<file path="src/sv/gcrf_pkg.sv">
package gcrf_pkg;

  // field widths
  localparam int ID_W   = 16;
  localparam int LAT_W  = 24;
  localparam int LON_W  = 25;
  localparam int DIST_W = 19;
  localparam int CFG_W  = 25;
  localparam int IN_W   = 72;
  localparam int OUT_W  = 40;

  // datapath widths
  localparam int MAG_W   = 26;
  localparam int ANG_W   = 32;
  localparam int CW      = 34;
  localparam int SQ_BITS = 31;
  localparam int RAD_W   = 2 * SQ_BITS;
  localparam int REM_W   = 34;

  // default rotation count of both cordic units
  localparam int CORDIC_STEPS_DEF = 20;

  // queue between front and back
  localparam int QUEUE_DEPTH = 4;
  localparam int QPTR_W      = 2;

  // register indexes
  localparam logic [1:0] CFG_REF_LAT  = 2'd0;
  localparam logic [1:0] CFG_REF_LON  = 2'd1;
  localparam logic [1:0] CFG_MAX_DIST = 2'd2;

  localparam logic [DIST_W-1:0] MAX_DIST_RST = 19'd16000;

  // floor(2^38 / 45), reciprocal for the degree to binary-angle scaling
  localparam logic [32:0] RECIP_45    = 33'd6108397932;
  localparam int          RECIP_SHIFT = 38;

  localparam logic signed [CW-1:0] CORDIC_GAIN = 34'sd652032874;
  localparam logic signed [CW-1:0] Q30_ONE     = 34'sd1073741824;

  // binary angle to 1/16 km, rounded
  localparam logic [31:0] DIST_MUL   = 32'd2623417457;
  localparam int          DIST_SHIFT = 43;

  typedef struct packed {
    logic [ID_W-1:0]       id;
    logic [3:0]            neg;
    logic [3:0][MAG_W-1:0] mag;
  } item_t;

  // atan(2^-i) in binary-angle units
  function automatic logic [31:0] atan_units(input int i);
    logic [31:0] v;
    case (i)
      0:  v = 32'd536870912;
      1:  v = 32'd316933406;
      2:  v = 32'd167458907;
      3:  v = 32'd85004756;
      4:  v = 32'd42667331;
      5:  v = 32'd21354465;
      6:  v = 32'd10679838;
      7:  v = 32'd5340245;
      8:  v = 32'd2670163;
      9:  v = 32'd1335087;
      10: v = 32'd667544;
      11: v = 32'd333772;
      12: v = 32'd166886;
      13: v = 32'd83443;
      14: v = 32'd41722;
      15: v = 32'd20861;
      16: v = 32'd10430;
      17: v = 32'd5215;
      18: v = 32'd2608;
      19: v = 32'd1304;
      20: v = 32'd652;
      21: v = 32'd326;
      22: v = 32'd163;
      23: v = 32'd81;
      24: v = 32'd41;
      25: v = 32'd20;
      26: v = 32'd10;
      27: v = 32'd5;
      28: v = 32'd3;
      29: v = 32'd1;
      30: v = 32'd1;
      default: v = 32'd0;
    endcase
    return v;
  endfunction

endpackage

</file>
<file path="src/sv/gcrf_fifo.sv">
module gcrf_fifo (
  input  logic            clk,
  input  logic            rst_n,
  input  logic            push,
  input  gcrf_pkg::item_t wdata,
  output logic            full,
  input  logic            pop,
  output logic            rvalid,
  output gcrf_pkg::item_t rdata
);

  gcrf_pkg::item_t                  mem [gcrf_pkg::QUEUE_DEPTH];
  logic [gcrf_pkg::QPTR_W-1:0]      wr_ptr_r, wr_ptr_nxt;
  logic [gcrf_pkg::QPTR_W-1:0]      rd_ptr_r, rd_ptr_nxt;
  logic [gcrf_pkg::QPTR_W:0]        cnt_r, cnt_nxt;

  assign full   = (cnt_r == (gcrf_pkg::QPTR_W + 1)'(gcrf_pkg::QUEUE_DEPTH));
  assign rvalid = (cnt_r != '0);
  assign rdata  = mem[rd_ptr_r];

  // pointer and count update
  always_comb begin
    wr_ptr_nxt = push ? wr_ptr_r + 1'b1 : wr_ptr_r;
    rd_ptr_nxt = pop ? rd_ptr_r + 1'b1 : rd_ptr_r;
    cnt_nxt    = cnt_r + (gcrf_pkg::QPTR_W + 1)'(push) - (gcrf_pkg::QPTR_W + 1)'(pop);
  end

  always_ff @(posedge clk) begin
    if (!rst_n) begin
      wr_ptr_r <= '0;
      rd_ptr_r <= '0;
      cnt_r    <= '0;
    end else begin
      wr_ptr_r <= wr_ptr_nxt;
      rd_ptr_r <= rd_ptr_nxt;
      cnt_r    <= cnt_nxt;
    end
  end

  // entry storage
  always_ff @(posedge clk) begin
    if (push) begin
      mem[wr_ptr_r] <= wdata;
    end
  end

endmodule

</file>
<file path="config.mk">
export PLATFORM = sky130hd
export DESIGN_NAME = gcrf_fifo
export DESIGN_NICKNAME = d
export VERILOG_FILES = /design/src/sv/gcrf_pkg.sv /design/src/sv/gcrf_fifo.sv
export SDC_FILE = /design/constraint.sdc
export NUM_CORES = 1
export LEC_CHECK = 0
export ABC_AREA = 1
export ABC_CLOCK_PERIOD_IN_PS = 4200
export BUFFER_PORTS_ARGS = -buffer_cell sky130_fd_sc_hd__buf_2
export CORE_MARGIN = 2
export CORE_UTILIZATION = 53
export DETAILED_ROUTE_END_ITERATION = 12
export GPL_ROUTABILITY_DRIVEN = 0
export PLACE_DENSITY = 0.73
export SLEW_MARGIN = 25
export SYNTH_ARGS = -nofsm -noshare
export SYNTH_HDL_FRONTEND = slang
export SYNTH_SLANG_ARGS = --single-unit
</file>
<file path="constraint.sdc">
create_clock -name clk -period 4.2 [get_ports clk]
set_input_delay 0.21 -clock clk [delete_from_list [all_inputs] [get_ports clk]]
set_output_delay 0.21 -clock clk [all_outputs]
set_load 0.005 [all_outputs]
</file>
==> results of run 1 <==
-- metrics by stage --
step,instances,util,setup slack [ns]
2_1_floorplan,1502,-,0.746
6_report,2425,0.656,1.66
3_5_place_dp,2203,0.581,2.06
3_3_place_gp,2203,0.581,2.10
4_1_cts,2422,0.655,1.42
5_1_grt,2425,0.656,1.49
-- Yosys cell counts --
library cell	n	share of area
clkbuf_1	2	0.00037
nor2_1	2	0.00037
o211ai_1	94	0.034
nand2_1	258	0.047
o21ai_1	96	0.023
o211ai_2	30	0.018
ha_1	6	0.0037
nand3_1	2	0.00049
dfxtp_1	9	0.0088
buf_4	22	0.0081
buf_8	8	0.0059
fa_1	1	0.00098
buf_2	29	0.0071
o21ai_0	32	0.0078
buf_6	21	0.012
a21oi_2	70	0.030
buf_12	1	0.00098
a21oi_1	60	0.015
inv_1	263	0.048
edfxtp_1	496	0.73
-- worst paths after layout --
check	cells after the start	startpoint	end	slack [ns]
worst max-delay path	4	register	rdata[104]	1.66
worst min-delay path	2	wdata[45]	mem[1][45]$_DFFE_PP_	0.38
worst max register to register	5	wr_ptr_r[0]$_SDFFE_PN0P_	mem[2][65]$_DFFE_PP_	2.13
worst min register to register	1	rd_ptr_r[0]$_SDFFE_PN0P_	rd_ptr_r[0]$_SDFFE_PN0P_	0.48
-- area by class of cell --
class                      count  share of cell area
timing repair buffer         402               0.115
inverter                     263              0.0402
sequential                   505               0.608
multi-input combinational    651               0.150
tap                          511              0.0258
clock buffer                  67              0.0538
antenna                        2            0.000202
clock inverter                24             0.00756
-- flip-flops by register name, indices dropped and copies added, names as in the netlist, named ones only --
signal	cells
mem	496
cnt_r	3
rd_ptr_r	2
wr_ptr_r	2
-- power by group through the flow --
stage | registers, uW | clock network, uW | logic (uW)
after floorplan | 5930 | 0 | 627
after global placement | 5950 | 0 | 977
after detailed placement | 5950 | 0 | 1010
after CTS | 5850 | 4280 | 1110
after global routing | 5850 | 4460 | 1240
final | 5840 | 4180 | 1110
-- logic make-up after synthesis --
family / Yosys count / share of synthesized area
compound gates: 382 / 0.129
fa+ha+maj: 7 / 0.00464
buf+inv: 346 / 0.0821
flops: 505 / 0.736
simple gates: 262 / 0.0482
-- metal layers --
layer / wire, um / up-vias / GRT usage / part of all wire
met5: 0 / - / 0 / 0
met4: 1090 / 0 / 0.0730 / 0.027
met3: 2420 / 79 / 0.0448 / 0.060
met2: 19500 / 310 / 0.336 / 0.49
met1: 17000 / 5868 / 0.252 / 0.43
li1: - / 5986 / - / -
-- critical path, delay by kind of cell, from the launching register on --
| kind | cells | cell delay (ns) |
|---|---|---|
| buffers and inverters | 2 | 0.66 |
| flip-flops | 1 | 0.74 |
| AO/OA/AOI/OAI | 1 | 0.18 |
| AND/OR/NAND/NOR | 1 | 0.14 |
==> summary.md, run 1 <==
| Metric | Value |
|---|---|
| Outcome | `finished, final reports clean` |
| Commonest non-fill, non-tap cell in the layout | `edfxtp_1` |
| First-pass GRT wire length | `63200 um` |
| Slew HR | `0.485` |
| DP Area | `22000 um2` |
| Most frequent cells in the layout | `edfxtp_1 (496), inv_1 (259), nand2_1 (258), buf_2 (253), dlygate4sd3_1 (128)` |
| Final WL | `40000 um` |
| GR Util All Layers | `0.198` |
| Pwr dens | `448 nW/um2` |
| Port Buffers | `253` |
| Number of distinct library cells after synthesis | `20` |
| Wire length per cell | `16.5 um` |
| Fmax | `0.393 GHz` |
| Hold Path Class | `in2reg` |
| Internal Power | `8620 uW` |
| Crit path cell chain | `buf_4, o211ai_1, nand2_1, buf_2` |
| Total power draw | `11100 uW` |
| Design area | `24800 um2` |
| Critical path data arrival time | `2.33 ns` |
| DRT iter0 DRCs | `711` |
| Seq cells post-synth | `505` |
| Cell Area, Synth | `20500 um2` |
| Switch Pwr | `2500 uW` |
| HPWL Detailed | `22800 um` |
| Final ANT Viol Nets | `0` |
| Worst Setup End Kind | `output port` |
| # rows | `71` |
| Fraction of layout cells with a size suffix above 1 | `0.232` |
| Sequential share of the synthesized area | `0.736` |
| Final Cycle Share | `0.605` |
| Clk_lat worst skew | `0.57 ns` |
| Critical Path RT | `3.99 ns` |
| NumNets Final | `2009` |
| Skew final | `0.0189 ns` |
| CP peak stage delay | `0.74 ns` |
| Vias per inst | `5.05` |
| Crit-path slowest cell | `dfxtp_4` |
| Post-Syn Instances | `1502` |
| Via count of the first global-routing pass | `12300` |
| Pin count of the biggest net entering global routing | `120` |
| Register Area | `15100 um2` |
| Max Cap Viol | `0` |
| CTS H-Tree Depth | `2` |
| VDD IR max | `0.400 mV` |
| Gate power share | `0.100` |
| Cts bufs inserted | `51` |
| Clock tree sinks | `505` |
| Post-CTS setup repair buffer count | `0` |
| Hold_ws | `0.377 ns` |
| Crit path max fanout | `46` |
| TritonCTS clock tree | `done` |
| Starting Density | `0.541` |
| Post-route minimum period | `2.54 ns` |
| Die Area | `40200 um2` |
| DRC | `0` |
| Core footprint | `37800 um2` |
| Synthesized area per cell | `13.6 um2` |
| CP Launch Type | `register` |
| Initial antenna violation count | `2` |
| Grt total ovfl | `0` |
| Multi-input gate area in the final layout | `3720 um2` |
| Width of the die | `201 um` |
| Clock power share | `0.376` |
| Cts hold-fix bufs | `128` |
| Clock-pin slew on the worst setup and hold paths | `0.06 ns` |
| Post-CTS Resized | `0` |
| # setup viols final | `0` |
| Lkg Pwr | `0.00962 uW` |
| Worst slew pin tran | `0.772 ns` |
| Unrepaired setup endpoints after global routing | `no` |
| WS Path Type | `reg2out` |
| Root Driver | `clkbuf_16` |
| Longest Clk Path Bufs | `3` |
| Final count of hold timing violations | `0` |
| Area grow syn2layout | `21.3%` |
| Seq pwr share | `0.525` |
| Vias | `12200` |
| Net Sw Frac | `0.225` |
| Drt first pass iters | `5` |
| Fillers | `2699` |
| Ys Warns | `0` |
| Slew Limit Fails | `0` |
| Setup TNS | `0 ns` |
| Die Ht | `201 um` |
| Num ports | `254` |
| Syn Nets | `1637` |
Power figures use the tool's default switching activity.
==> run 2: changes to the inputs <==
--- a/config.mk
+++ b/config.mk
@@ -6,13 +6,13 @@
 export NUM_CORES = 1
 export LEC_CHECK = 0
 export ABC_AREA = 1
-export ABC_CLOCK_PERIOD_IN_PS = 4200
+export ABC_CLOCK_PERIOD_IN_PS = 2100
 export BUFFER_PORTS_ARGS = -buffer_cell sky130_fd_sc_hd__buf_2
 export CORE_MARGIN = 2
-export CORE_UTILIZATION = 53
+export CORE_UTILIZATION = 52
 export DETAILED_ROUTE_END_ITERATION = 12
 export GPL_ROUTABILITY_DRIVEN = 0
-export PLACE_DENSITY = 0.73
+export PLACE_DENSITY = 0.75
 export SLEW_MARGIN = 25
 export SYNTH_ARGS = -nofsm -noshare
 export SYNTH_HDL_FRONTEND = slang
==> constraint.sdc (replaced) <==
create_clock -name clk -period 2.1 [get_ports clk]
set_input_delay 0.105 -clock clk [delete_from_list [all_inputs] [get_ports clk]]
set_output_delay 0.105 -clock clk [all_outputs]
set_load 0.005 [all_outputs]
==> run 2 against run 1 <==
Against the previous run: core utilization decreased by 0.23 points; clock power grew 110%; first-iteration DRC count rose by 1.8%; combinational power increased by 120%; count of clock-buffer cells in the layout down 4; sequential share of layout area fell by 1.2 points; worst hold slack lost 0.10 ns; register-to-register slack got worse by 1.8 ns; die area is 1.9% higher; via count up 1.3%; cell count rose by 1.2%; largest cell class unchanged.
==> summary.md, run 2 (synthesis results as in run 1) <==
| Metric | Value |
|---|---|
| WS Path Type | `reg2out` |
| Fraction of layout cells with a size suffix above 1 | `0.249` |
| Max reg flops | `496` |
| Grt met1 use | `0.260` |
| CP Launch Type | `register` |
| Clk_lat worst skew | `0.57 ns` |
| Top flop regs | `mem (496), cnt_r (3)` |
| Most frequent cells in the layout | `edfxtp_1 (496), inv_1 (257), nand2_1 (254), buf_2 (253), dlygate4sd3_1 (128)` |
| HPWL Detailed | `23600 um` |
| Crit path cell chain | `buf_12, a21oi_1, o21ai_0, nand2_1, buf_2` |
| # setup viols final | `0` |
| Final count of hold timing violations | `0` |
| Worst path bufs/invs | `2` |
| Fillers | `2746` |
| Unrepaired setup endpoints after global routing | `yes` |
| Final Cycle Share | `0.974` |
| Vias | `12400` |
| # rows | `72` |
| Largest reg by FF count | `mem` |
| First-pass GRT wire length | `64100 um` |
| Family with the most delay on the worst path | `buffers and inverters` |
| Grt total ovfl | `0` |
| Final WL | `42300 um` |
| Post-route minimum period | `2.05 ns` |
| Num ports | `254` |
| Crit path max fanout | `104` |
| Crit-path slowest cell | `dfxtp_4` |
| Initial antenna violation count | `2` |
| Pin count of the biggest net entering global routing | `119` |
| DRC | `0` |
| Skew final | `0.0163 ns` |
| Fmax | `0.489 GHz` |
| Max Cap Viol | `0` |
| Clock tree sinks | `505` |
| Critical path data arrival time | `1.94 ns` |
| Starting Density | `0.528` |
| Post-Place Setup Slack | `0.442 ns` |
| Vias per inst | `5.06` |
| Area grow syn2layout | `23.7%` |
| Die Area | `41000 um2` |
| M2 GR Usage | `0.337` |
| Critical Path RT | `2.00 ns` |
| Wire length per cell | `17.2 um` |
| Worst slew pin tran | `0.483 ns` |
| Final ANT Viol Nets | `0` |
| Setup TNS | `0 ns` |
| GRT met3 Usage | `0.0401` |
| Slew Limit Fails | `0` |
| Via count of the first global-routing pass | `12300` |
| GRT busiest layer | `met2` |
| Pwr dens | `899 nW/um2` |
| Root Driver | `clkbuf_16` |
| Width of the die | `202 um` |
| Drt first pass iters | `4` |
| Outcome | `finished, final reports clean` |
| VDD IR max | `0.710 mV` |
| DP Area | `22200 um2` |
| Port Buffers | `253` |
| CTS H-Tree Depth | `2` |
| GR Util All Layers | `0.200` |
| Longest Clk Path Bufs | `3` |
| Lkg Pwr | `0.00982 uW` |
| Clock-pin slew on the worst setup and hold paths | `0.06 ns` |
| Design area | `25300 um2` |
| NumNets Final | `2028` |
| Slew HR | `0.678` |
| Cts bufs inserted | `52` |
| Commonest non-fill, non-tap cell in the layout | `edfxtp_1` |
| Final core utilization | `0.654` |
| CP peak stage delay | `0.44 ns` |
| Hold Path Class | `in2reg` |
| Die Ht | `202 um` |
| DRT iter0 DRCs | `724` |
| Worst Setup End Kind | `output port` |
| PnR worst setup slack | `0.0546 ns` |
| RR Startpoint | `cnt_r[0]$_SDFF_PN0_` |
| Hold_sp | `wdata[14]` |
| Core footprint | `38700 um2` |
| Hold_ws | `0.272 ns` |
| TritonCTS clock tree | `done` |
run 2: worst register-to-register path: cells and delay by family, from the launching register on:
| family | cells | cell delay (ns) |
|---|---|---|
| simple gates | 3 | 0.29 |
| fa+ha+maj | 3 | 0.93 |
| flops | 1 | 0.34 |
| buf+inv | 2 | 0.12 |
run 2: area by class of cell:
type | instances | area (um2) | share of cell area
Clock inverter | 33 | 226 | 0.00894
Sequential cell | 505 | 15100 | 0.596
Multi-Input combinational cell | 651 | 3730 | 0.147
Antenna cell | 1 | 2.50 | 0.0000988
Timing Repair Buffer | 420 | 3220 | 0.127
Tap cell | 518 | 648 | 0.0256
Clock buffer | 63 | 1400 | 0.0554
Inverter | 263 | 1000 | 0.0396
run 2: final timing paths:
check | cells past startpoint | end | slack, ns
setup reg to reg | 8 | cnt_r[2]$_SDFF_PN0_ | 0.37
hold / removal | 2 | mem[2][14]$_DFFE_PP_ | 0.27
hold reg to reg | 1 | rd_ptr_r[0]$_SDFFE_PN0P_ | 0.48
setup / recovery | 5 | rdata[5] | 0.05
run 2: what timing repair did:
| item | CTS | global route |
|---|---|---|
| pin swaps | 0 | 1 |
| buffers inserted | 0 | 2 |
| endpoints found under the setup margin | 17 | 84 |
| gates cloned | 0 | 5 |
| hold buffers | 128 | 0 |
| hold endpoints to repair | 505 | 0 |
| gates resized for setup | 4 | 3 |
run 2: per-stage QoR:
step	power, uW	instances
after floorplan	13100	1502
after global placement	13900	2222
after detailed placement	14000	2222
after CTS	22900	2446
after global routing	23600	2453
final	22800	2454
run 2: power by group:
part	internal, uW	switching, uW	total [uW]
clock	5090	3630	8720
combinational	976	1410	2390
sequential	11500	117	11600
run 2: layer usage:
layer,vias up,share of wire
li1,6043,-
met3,76,0.061
met4,4,0.024
met5,-,0.00064
met1,5945,0.42
met2,339,0.49
