File: src/sv/gcrf_pkg.sv
package gcrf_pkg;

  // field widths
  localparam int ID_W   = 16;
  localparam int LAT_W  = 24;
  localparam int LON_W  = 25;
  localparam int DIST_W = 19;
  localparam int CFG_W  = 25;
  localparam int IN_W   = 72;
  localparam int OUT_W  = 40;

  // datapath widths
  localparam int MAG_W   = 26;
  localparam int ANG_W   = 32;
  localparam int CW      = 34;
  localparam int SQ_BITS = 31;
  localparam int RAD_W   = 2 * SQ_BITS;
  localparam int REM_W   = 34;

  // default rotation count of both cordic units
  localparam int CORDIC_STEPS_DEF = 20;

  // queue between front and back
  localparam int QUEUE_DEPTH = 4;
  localparam int QPTR_W      = 2;

  // register indexes
  localparam logic [1:0] CFG_REF_LAT  = 2'd0;
  localparam logic [1:0] CFG_REF_LON  = 2'd1;
  localparam logic [1:0] CFG_MAX_DIST = 2'd2;

  localparam logic [DIST_W-1:0] MAX_DIST_RST = 19'd16000;

  // floor(2^38 / 45), reciprocal for the degree to binary-angle scaling
  localparam logic [32:0] RECIP_45    = 33'd6108397932;
  localparam int          RECIP_SHIFT = 38;

  localparam logic signed [CW-1:0] CORDIC_GAIN = 34'sd652032874;
  localparam logic signed [CW-1:0] Q30_ONE     = 34'sd1073741824;

  // binary angle to 1/16 km, rounded
  localparam logic [31:0] DIST_MUL   = 32'd2623417457;
  localparam int          DIST_SHIFT = 43;

  typedef struct packed {
    logic [ID_W-1:0]       id;
    logic [3:0]            neg;
    logic [3:0][MAG_W-1:0] mag;
  } item_t;

  // atan(2^-i) in binary-angle units
  function automatic logic [31:0] atan_units(input int i);
    logic [31:0] v;
    case (i)
      0:  v = 32'd536870912;
      1:  v = 32'd316933406;
      2:  v = 32'd167458907;
      3:  v = 32'd85004756;
      4:  v = 32'd42667331;
      5:  v = 32'd21354465;
      6:  v = 32'd10679838;
      7:  v = 32'd5340245;
      8:  v = 32'd2670163;
      9:  v = 32'd1335087;
      10: v = 32'd667544;
      11: v = 32'd333772;
      12: v = 32'd166886;
      13: v = 32'd83443;
      14: v = 32'd41722;
      15: v = 32'd20861;
      16: v = 32'd10430;
      17: v = 32'd5215;
      18: v = 32'd2608;
      19: v = 32'd1304;
      20: v = 32'd652;
      21: v = 32'd326;
      22: v = 32'd163;
      23: v = 32'd81;
      24: v = 32'd41;
      25: v = 32'd20;
      26: v = 32'd10;
      27: v = 32'd5;
      28: v = 32'd3;
      29: v = 32'd1;
      30: v = 32'd1;
      default: v = 32'd0;
    endcase
    return v;
  endfunction

endpackage

File: src/sv/gcrf_front.sv
module gcrf_front (
  input  logic                                in_tvalid,
  output logic                                in_tready,
  input  logic [gcrf_pkg::IN_W-1:0]           in_tdata,
  input  logic signed [gcrf_pkg::LAT_W-1:0]   ref_lat,
  input  logic signed [gcrf_pkg::LON_W-1:0]   ref_lon,
  input  logic                                q_full,
  output logic                                q_push,
  output gcrf_pkg::item_t                     q_item
);

  logic signed [gcrf_pkg::LAT_W-1:0] lat_w;
  logic signed [gcrf_pkg::LON_W-1:0] lon_w;
  logic signed [26:0]                v [4];

  assign lat_w = in_tdata[39:16];
  assign lon_w = in_tdata[64:40];

  // request taken whenever the queue has room
  assign in_tready = !q_full;
  assign q_push    = in_tvalid && !q_full;

  // lanes: lat delta, lon delta, reference lat, point lat
  always_comb begin
    v[0] = 27'(lat_w) - 27'(ref_lat);
    v[1] = 27'(lon_w) - 27'(ref_lon);
    v[2] = 27'(ref_lat);
    v[3] = 27'(lat_w);
    q_item.id = in_tdata[15:0];
    for (int j = 0; j < 4; j++) begin
      q_item.neg[j] = v[j][26];
      q_item.mag[j] = v[j][26] ? 26'(-v[j]) : 26'(v[j]);
    end
  end

endmodule

File: config.mk
export PLATFORM = sky130hd
export DESIGN_NAME = gcrf_front
export DESIGN_NICKNAME = d
export VERILOG_FILES = /design/src/sv/gcrf_pkg.sv /design/src/sv/gcrf_front.sv
export SDC_FILE = /design/constraint.sdc
export NUM_CORES = 1
export LEC_CHECK = 0
export BUFFER_PORTS_ARGS = -buffer_cell sky130_fd_sc_hd__buf_4
export CAP_MARGIN = 10
export CORE_MARGIN = 4
export CORE_UTILIZATION = 54
export DETAILED_ROUTE_END_ITERATION = 6
export PLACE_DENSITY = 0.95
export REMOVE_ABC_BUFFERS = 1
export SKIP_LAST_GASP = 1
export SLEW_MARGIN = 40
export SYNTH_ARGS = -nofsm -noshare
export SYNTH_HDL_FRONTEND = slang
export SYNTH_SLANG_ARGS = --single-unit
export TNS_END_PERCENT = 5
File: constraint.sdc
create_clock -name vclk -period 7.2
set_input_delay 1.44 -clock vclk [all_inputs]
set_output_delay 1.44 -clock vclk [all_outputs]
set_load 0.01 [all_outputs]
==> results of run 1 <==
-- routing by layer --
metal	vias up	GRT usage (%)	routed length, um
met5	-	0	0
met4	0	7.945	494
met3	41	5.178	1720
met2	336	46.58	7717
met1	2865	35.62	6952
li1	3079	-	-
-- cell families (layout without fill, tap and decap cells) --
group | count (synthesis) | count (layout) | synth area share (%)
mux | 4 | 4 | 0.7583
fa+ha+maj | 55 | 55 | 13.32
xor+xnor | 117 | 117 | 19.41
other cells | 1 | 5 | 0.07102
buf+inv | 115 | 276 | 10.26
simple gates | 243 | 243 | 24.98
compound gates | 228 | 228 | 31.21
-- area by class of cell --
cell class	instances	share of cell area, %
Timing Repair Buffer	207	23.10
Inverter	69	3.850
Multi-Input combinational cell	652	70.65
Tap cell	129	2.399
-- stage by stage --
stage               power [W]  setup WS [ns]  std cells  utilization, %  cell area, um^2
finish              0.0008275         0.8199       1057           71.79             6728
detailed placement  0.0008212         0.9257       1057           71.79             6728
global placement    0.0008055          1.012       1057           71.79             6728
floorplan           0.0004910          1.521        721               -             5012
global route        0.0008966         0.5872       1057           71.79             6728
CTS                 0.0008240         0.9211       1057           71.79             6728
-- synthesized netlist by cell type (all sizes together) (5+ instances only) --
| cell | count | share of area [%] |
|---|---|---|
| a21oi | 47 | 4.7 |
| nand3 | 14 | 1.4 |
| or2 | 5 | 0.59 |
| o21a | 6 | 0.85 |
| ha | 53 | 13 |
| o21ai | 49 | 4.6 |
| nand3b | 8 | 1.4 |
| or4 | 7 | 1.0 |
| xnor2 | 83 | 14 |
| nor3 | 15 | 1.6 |
| nand4 | 13 | 1.5 |
| o41ai | 11 | 2.3 |
| o211ai | 8 | 1.1 |
| a211oi | 10 | 1.5 |
| clkbuf | 13 | 0.92 |
| xor2 | 34 | 5.6 |
| a21o | 9 | 1.3 |
| o31ai | 23 | 3.6 |
| a31oi | 13 | 2.1 |
| a21boi | 8 | 1.1 |
| and3 | 6 | 0.71 |
| nor4 | 8 | 1.2 |
| o31a | 8 | 1.5 |
| o2111ai | 7 | 1.3 |
| nor2 | 48 | 3.4 |
| nand2b | 20 | 2.5 |
| buf | 33 | 4.4 |
| and2 | 8 | 0.95 |
| inv | 69 | 4.9 |
| nor2b | 6 | 0.71 |
| or3 | 7 | 0.92 |
| nand2 | 67 | 4.8 |
-- critical path: cells and delay by family --
family	cells	cell delay, ns
AOI/OAI and AO/OA	7	1.86
xor gates and xnor gates	1	0.17
adders and majority gates	2	0.63
buffers and inverters	4	0.67
and+or+nand+nor	1	0.18
-- path summary, 6_finish.rpt --
kind                startpoint     endpoint  slack (ns)  depth (start not counted)
setup / recovery  in_tdata[16]   q_item[21]        0.82                         15
hold / removal    in_tdata[15]  q_item[123]        2.88                          0
-- power groups by stage --
stage,combinational [W],clock [W],sequential [W]
2_1_floorplan,0.000491,0,0
4_1_cts,0.000824,0,0
6_report,0.000828,0,0
3_5_place_dp,0.000821,0,0
5_1_grt,0.000897,0,0
3_3_place_gp,0.000806,0,0
==> summary.txt, run 1 <==
Run status
  • Outcome: complete, no violations

Power and ir drop
  • Clock Power Share: 0%
  • Power Dens Cells: 123.0 nW/um^2
  • Gate power share: 100.0%
  • Pint: 0.0003876 W
  • Static leakage: 3.105 nW
  • Sw frac: 53.16%
  • Switch Pwr: 0.0004399 W
  • VDD IR max: 0.07177 mV
  • Seq pwr share: 0%

Final layout
  • Area Overhead vs Synth: 27.42%
  • Clk_buf instances: 0
  • Multi-input logic area: 4753 um^2
  • Reg area: 0 um^2
  • FFs & Latches: 0
  • Commonest non-fill, non-tap cell in the layout: buf_4
  • Nets: 1108
  • Share of layout cells above drive strength 1: 25.65%
  • Commonest non-fill, non-tap cells in the layout: buf_4 (207), xnor2_1 (83), inv_1 (68), nand2_1 (67), ha_1 (53)
  • Fillcell total: 788
  • Diode count: 0

Die
  • Row cnt: 35
  • # IOs: 249
  • Core area: 9371 um^2
  • Die area: 11420 um^2
  • Die X: 106.9 um
  • DIE HEIGHT: 106.9 um
  • Starting Density: 56.34%

Timing
  • Setup TNS: 0 ns
  • Slew Limit Headroom: 54.30%
  • Final hold vios: 0
  • Worst-Margin Slew: 0.6803 ns
  • Final period util: 88.61%
  • Unrepaired setup endpoints after global routing: no
  • Final Critical Period: 6.380 ns
  • Max-slew violations: 0
  • Count of final setup violators: 0
  • WHS: 2.880 ns
  • Highest Clock Rate: 156.7 MHz

Routing
  • DRT Wirelength: 16880 um
  • Vias: 6321
  • ANT nets after route: 0
  • Vias per cell: 5.980
  • Initial DRC Count: 396
  • Initial DRT Pass Iterations: 6
  • DRC viols: 0
  • Routed WL per cell: 15.97 um

Clock network
  • CTS Hold Bufs: 0
  • Post-CTS sizing: 0
  • Post-CTS setup buffers: 0

GRT
  • Pin count of the biggest net entering global routing: 27
  • Antenna violations before repair: 0
  • First-pass GRT wire length: 27050 um
  • Total congestion overflow: 0
  • Vias in the first global route: 5867
  • Total GRT Usage: 27.57%

Synthesis
  • Synth unique cells: 81
  • Synth warn: 0
  • Synth Cell Area: 5280 um^2
  • Mapped Cells: 763
  • Seq/Total Area, Yosys: 0%
  • Avg Inst Size Synth: 6.920 um^2

Worst setup path
  • Critical path capture point type: output pin
  • Startpoint Class: input port
  • Slowest stage delay, CP: 0.40 ns
  • Crit path required time: 5.76 ns
  • WS Path Type: in2out
  • Crit path cell chain: buf_4, inv_1, ha_1, fa_1, nand2b_1, a21oi_1, o2111ai_1, a31oi_1, o31ai_1, a211oi_1, o31a_1, inv_1, o21ai_0, xnor2_1, buf_4
  • Worst path arrival time: 4.94 ns
  • Worst-path maximum fanout: 20
  • Crit-path slowest cell: fa_1

Place
  • Detailed-placement wirelength estimate: 14640 um
  • Number of port buffers: 205
  • GPL Wtd Cong: 0.9433

Job
  • Max-Cap Viols: 0

Hold path
  • Hold Crit Class: in2out
(Power assumes the default switching activity.)
==> run 2, diff against run 1 <==
CAP_MARGIN = unset   (was 10)
CORE_UTILIZATION = 50   (was 54)
PLACE_DENSITY = 0.93   (was 0.95)
TNS_END_PERCENT = 1   (was 5)
==> run 2 against run 1 <==
Cell count grew 0.66%. Die area rose by 7.4%. Via count shrank 0.60%. Critical endpoint is now q_item[15]. Final area rose by 0.13%. Worst setup slack better by 0.0034 ns.
==> summary.txt, run 2 (synthesis results as in run 1) <==
Run status
  • Outcome: complete, no violations

Timing
  • Count of final setup violators: 0 (unchanged)
  • Unrepaired setup endpoints after global routing: no
  • Final Critical Period: 6.377 ns (-0.003433 ns)
  • Slew Limit Headroom: 60.72% (+6.4 points)
  • Setup TNS: 0 ns (unchanged)
  • Final period util: 88.56% (about the same)
  • WHS: 2.880 ns (+0.00006000 ns)
  • Max-slew violations: 0 (unchanged)
  • Worst-Margin Slew: 0.5830 ns (-0.09731 ns)
  • Final hold vios: 0 (unchanged)
  • Highest Clock Rate: 156.8 MHz (about the same)

Place
  • Number of port buffers: 205 (unchanged)
  • GPL Wtd Cong: 0.9298 (-1.4%)
  • Detailed-placement wirelength estimate: 14700 um (+0.45%)

GRT
  • First-pass GRT wire length: 27480 um (+1.6%)
  • Pin count of the biggest net entering global routing: 27 (unchanged)
  • Total GRT Usage: 25.39% (-2.2 points)
  • Vias in the first global route: 5757 (-1.9%)
  • Antenna violations before repair: 0 (unchanged)
  • Total congestion overflow: 0 (unchanged)

Clock network
  • Post-CTS setup buffers: 0 (unchanged)
  • Post-CTS sizing: 0 (unchanged)
  • CTS Hold Bufs: 0 (unchanged)

Final layout
  • Fillcell total: 935 (+19%)
  • Reg area: 0 um^2 (unchanged)
  • FFs & Latches: 0 (unchanged)
  • Nets: 1108 (unchanged)
  • Commonest non-fill, non-tap cell in the layout: buf_4
  • Commonest non-fill, non-tap cells in the layout: buf_4 (207), xnor2_1 (83), inv_1 (68), nand2_1 (67), ha_1 (53)
  • Diode count: 0 (unchanged)
  • Multi-input logic area: 4753 um^2 (unchanged)
  • Area Overhead vs Synth: 27.58%
  • Clk_buf instances: 0 (unchanged)
  • Share of layout cells above drive strength 1: 25.65% (unchanged)

Die
  • DIE HEIGHT: 110.8 um (+3.6%)
  • Die area: 12270 um^2 (+7.4%)
  • # IOs: 249 (unchanged)
  • Starting Density: 51.15% (-5.2 points)
  • Row cnt: 37 (+5.7%)
  • Die X: 110.8 um (+3.6%)
  • Core area: 10320 um^2 (+10%)

Worst setup path
  • WS Path Type: in2out
  • Critical path capture point type: output pin
  • Worst-path maximum fanout: 20 (unchanged)
  • Worst path arrival time: 4.94 ns (about the same)
  • Crit path required time: 5.76 ns (about the same)
  • Startpoint Class: input port

Job
  • Max-Cap Viols: 0 (unchanged)

Routing
  • Initial DRT Pass Iterations: 5 (-1)
  • Vias: 6283 (-0.60%)
  • DRC viols: 0 (unchanged)
  • Initial DRC Count: 432 (+9.1%)
  • DRT Wirelength: 17090 um (+1.2%)
  • Vias per cell: 5.905 (-1.3%)
  • Routed WL per cell: 16.07 um (+0.58%)
  • ANT nets after route: 0 (unchanged)

Hold path
  • Hold Crit Class: in2out

Power and ir drop
  • Static leakage: 3.105 nW (unchanged)
  • VDD IR max: 0.06162 mV (-14%)
  • Power Dens Cells: 123.2 nW/um^2 (+0.17%)
run 2: worst paths after layout:
| path | from | to | cells past startpoint |
|---|---|---|---|
| max | in_tdata[16] | q_item[15] | 15 |
| min | in_tdata[0] | q_item[108] | 0 |
run 2: layout make-up:
cell class	count	share of cell area (%)
Multi-Input combinational cell	652	70.56
Inverter	69	3.845
Timing Repair Buffer	207	23.07
Tap cell	136	2.526
run 2: critical path, cell delays in order:
cell       delay (ns)
buf_4            0.08
inv_1            0.06
ha_1             0.22
fa_1             0.39
nand2b_1         0.18
a21oi_1          0.40
o2111ai_1        0.28
a31oi_1          0.23
o31ai_1          0.12
a211oi_1         0.26
o31a_1           0.39
inv_1            0.35
o21ai_0          0.20
xor2_1           0.19
buf_4            0.15
run 2: stage by stage:
step,instance area (um^2),setup WS (ns),utilization [%],instances,total power [W]
3_3_place_gp,6736,0.9246,65.25,1064,0.0008054
6_report,6736,0.8234,65.25,1064,0.0008300
3_5_place_dp,6736,0.9014,65.25,1064,0.0008233
4_1_cts,6736,0.8813,65.25,1064,0.0008255
5_1_grt,6736,0.5959,65.25,1064,0.0008977
2_1_floorplan,5012,1.521,-,721,0.0004910
run 2: power by group:
| group | internal [W] | total (W) | switching, W | leakage [nW] |
|---|---|---|---|---|
| Combinational | 0.000387 | 0.000830 | 0.000442 | 3.10 |
| Clock | 0 | 0 | 0 | 0 |
| Sequential | 0 | 0 | 0 | 0 |
run 2: routing by layer:
| metal | track usage (%) | vias to the layer above | share of wire (%) |
|---|---|---|---|
| li1 | - | 3062 | - |
| met1 | 34.39 | 2897 | 45 |
| met2 | 42.72 | 290 | 46 |
| met3 | 4.203 | 34 | 7.9 |
| met4 | 4.105 | 0 | 1.7 |
| met5 | 2.083 | - | 0 |
==> run 3, diff against run 2 <==
ABC_AREA = 1   (was unset)
PLACE_DENSITY = 0.9   (was 0.93)
==> run 3 against run 2 <==
First-iteration DRC count increased by 12%. Non-clock buffer count shrank 2. Synthesized area up 17%. Clock-buffer cell count unchanged. Hold slack barely moved. Final area increased by 14%. Worst setup slack better by 0.84 ns. Sequential share of layout area did not move. Critical path type unchanged. Largest power group unchanged.
==> summary.txt, run 3 <==
Place
  • DP Cell Count: 1518 (+43%)
  • Detailed-placement wirelength estimate: 17020 um (+16%)
  • GPL Wtd Cong: 0.9605 (+3.3%)
  • Placed standard-cell area: 7656 um^2 (+14%)
  • Number of port buffers: 205 (unchanged)

Routing
  • DRT Wirelength: 19130 um (+12%)
  • Vias per cell: 5.095 (-14%)
  • Routed WL per cell: 12.60 um (-22%)
  • DRC viols: 0 (unchanged)
  • Initial DRC Count: 482 (+12%)
  • Initial DRT Pass Iterations: 5 (unchanged)
  • ANT nets after route: 0 (unchanged)
  • Vias: 7734 (+23%)

Worst setup path
  • WS Path Type: in2out
  • Slowest stage delay, CP: 0.42 ns (+0.02 ns)
  • Worst setup endpoint: q_item[18]
  • Worst-path maximum fanout: 20 (unchanged)
  • Startpoint Class: input port
  • Critical path capture point type: output pin
  • Worst path arrival time: 4.10 ns (-0.84 ns)
  • Crit path required time: 5.76 ns (about the same)
  • Setup crit start: in_tdata[16]
  • Crit-path slowest cell: fa_1
  • Crit path cell chain: buf_4, inv_1, ha_1, fa_1, inv_1, nand3_1, nand2_2, nand2_2, nand2_2, nand2_1, nand2_1, nand3_1, nand3_1, nand2_4, inv_2, o21ai_0, nand2_1, xor2_1, buf_4

Final layout
  • Fillcell total: 1190 (+27%)
  • Diode count: 0 (unchanged)
  • FFs & Latches: 0 (unchanged)
  • Reg area: 0 um^2 (unchanged)
  • Share of layout cells above drive strength 1: 20.42% (-5.2 points)
  • Commonest non-fill, non-tap cells in the layout: nand2_1 (385), inv_1 (225), buf_4 (205), nor2_1 (122), nand3_1 (82)
  • Commonest non-fill, non-tap cell in the layout: nand2_1
  • Core Util, Final: 63.74% (-1.5 points)
  • Non-filler cells in the finished layout: 1518 (+43%)
  • Clk_buf instances: 0 (unchanged)
  • Area Overhead vs Synth: 24.34%
  • Final Cell Area: 7656 um^2 (+14%)
  • Nets: 1551 (+40%)

Timing
  • Final hold vios: 0 (unchanged)
  • Highest Clock Rate: 180.6 MHz (+15%)
  • Count of final setup violators: 0 (unchanged)
  • Final period util: 76.92% (-12 points)
  • Final Critical Period: 5.538 ns (-0.8385 ns)
  • Max-slew violations: 0 (unchanged)
  • Unrepaired setup endpoints after global routing: no
  • Setup TNS: 0 ns (unchanged)

Die
  • Row cnt: 40 (+8.1%)
  • Die X: 119.0 um (+7.4%)
  • Starting Density: 51.26% (+0.12 points)
  • DIE HEIGHT: 119.0 um (+7.4%)
  • Core area: 12010 um^2 (+16%)
  • # IOs: 249 (unchanged)
  • Die area: 14150 um^2 (+15%)

Clock network
  • CTS Hold Bufs: 0 (unchanged)
  • Post-CTS setup buffers: 0 (unchanged)
  • Post-CTS sizing: 0 (unchanged)

Power and ir drop
  • Power Dens Cells: 118.1 nW/um^2 (-4.1%)
  • Sw frac: 58.18% (+4.9 points)
  • Gate power share: 100.0% (about the same)
  • Switch Pwr: 0.0005261 W (+19%)
  • VDD IR max: 0.06756 mV (+9.6%)
  • Seq pwr share: 0% (unchanged)
  • Clock Power Share: 0% (unchanged)
  • Pint: 0.0003781 W (-2.4%)
  • Static leakage: 4.626 nW (+49%)

Synthesis
  • Synth unique cells: 49 (-40%)
  • Mapped Cells: 1195 (+57%)
  • Most common cell in the synthesized netlist: nand2_1
  • Avg Inst Size Synth: 5.152 um^2 (-26%)
  • Synth Cell Area: 6157 um^2 (+17%)
  • Synth warn: 0 (unchanged)
  • Post-synth top area share: 23.47% (+9.7 points)
  • Synth area leaders: nand2_1 (23%), inv_1 (14%), ha_1 (11%)
  • Cell taking the most area after synthesis: nand2_1
  • Synth top cells by count: nand2_1 (385), inv_1 (225), nor2_1 (122)
  • Seq/Total Area, Yosys: 0% (unchanged)

GRT
  • First-pass GRT wire length: 32000 um (+16%)
  • Total congestion overflow: 0 (unchanged)
  • Antenna violations before repair: 0 (unchanged)
  • Vias in the first global route: 7270 (+26%)
  • Total GRT Usage: 26.03% (+0.64 points)
  • Pin count of the biggest net entering global routing: 21 (-22%)

Hold path
  • Hold Crit Class: in2out
  • Hold Path Origin: in_tdata[12]

Job
  • Max-Cap Viols: 0 (unchanged)

Run status
  • Outcome: complete, no violations
## run 3: changes by cell type in the layout (fill, tap and decap cells not counted), sizes merged, moves of 21 or more
cell	before	now
nand2	67	414
inv	69	235
nor2	48	134
nand3	14	94
xnor2	83	24
o31ai	23	2
## run 3: power groups by stage
stage | Sequential [W] | Combinational (W) | Clock [W]
after floorplan | 0 | 0.000544 | 0
after global routing | 0 | 0.00101 | 0
after global placement | 0 | 0.000886 | 0
after CTS | 0 | 0.000903 | 0
final | 0 | 0.000904 | 0
after detailed placement | 0 | 0.000899 | 0
## run 3: worst max-delay path, delay by kind of cell
| kind | cells | cell delay, ns |
|---|---|---|
| compound gates | 1 | 0.15 |
| xor+xnor | 1 | 0.19 |
| fa+ha+maj | 2 | 0.69 |
| buf+inv | 5 | 0.68 |
| simple gates | 10 | 0.94 |
## run 3: worst min-delay path by stage
stage	end	slack (ns)	depth (start not counted)
global route	q_item[117]	2.88	0
global placement	q_item[117]	2.88	0
CTS	q_item[117]	2.88	0
detailed placement	q_item[117]	2.88	0
floorplan	q_item[106]	2.88	0
finish	q_item[120]	2.88	0
## run 3: logic make-up after synthesis
family,after synthesis,synth area share (%)
other,1,0.06090
adder cells (fa/ha/maj),55,11.42
XOR/XNOR,78,11.34
AO/OA/AOI/OAI,89,8.108
AND/OR/NAND/NOR,703,50.72
buffers and inverters,269,18.35
## run 3: routing by layer
metal  track usage (%)  routed length (um)  part of all wire (%)  vias to the layer above
met5             1.838                   0                     0                        -
met4             3.910                 265                   1.4                        0
met3             3.561                1604                   8.4                       26
met2             43.62                8471                    44                      319
met1             36.07                8789                    46                     3366
li1                  -                   -                     -                     4023
## run 3: stage by stage
step	worst slack [ns]	hold slack [ns]	total power [W]
floorplan	2.172	2.880	0.0005437
global placement	1.737	2.880	0.0008859
detailed placement	1.684	2.880	0.0008993
CTS	1.681	2.880	0.0009031
global route	1.398	2.880	0.001008
finish	1.662	2.880	0.0009042
## run 3: area by class of cell
type               instances  area [um^2]  area share [%]
multi-input cells        930         5042           65.86
inverters                236        890.9           11.64
well taps                147        183.9           2.402
repair buffers           205         1539           20.10
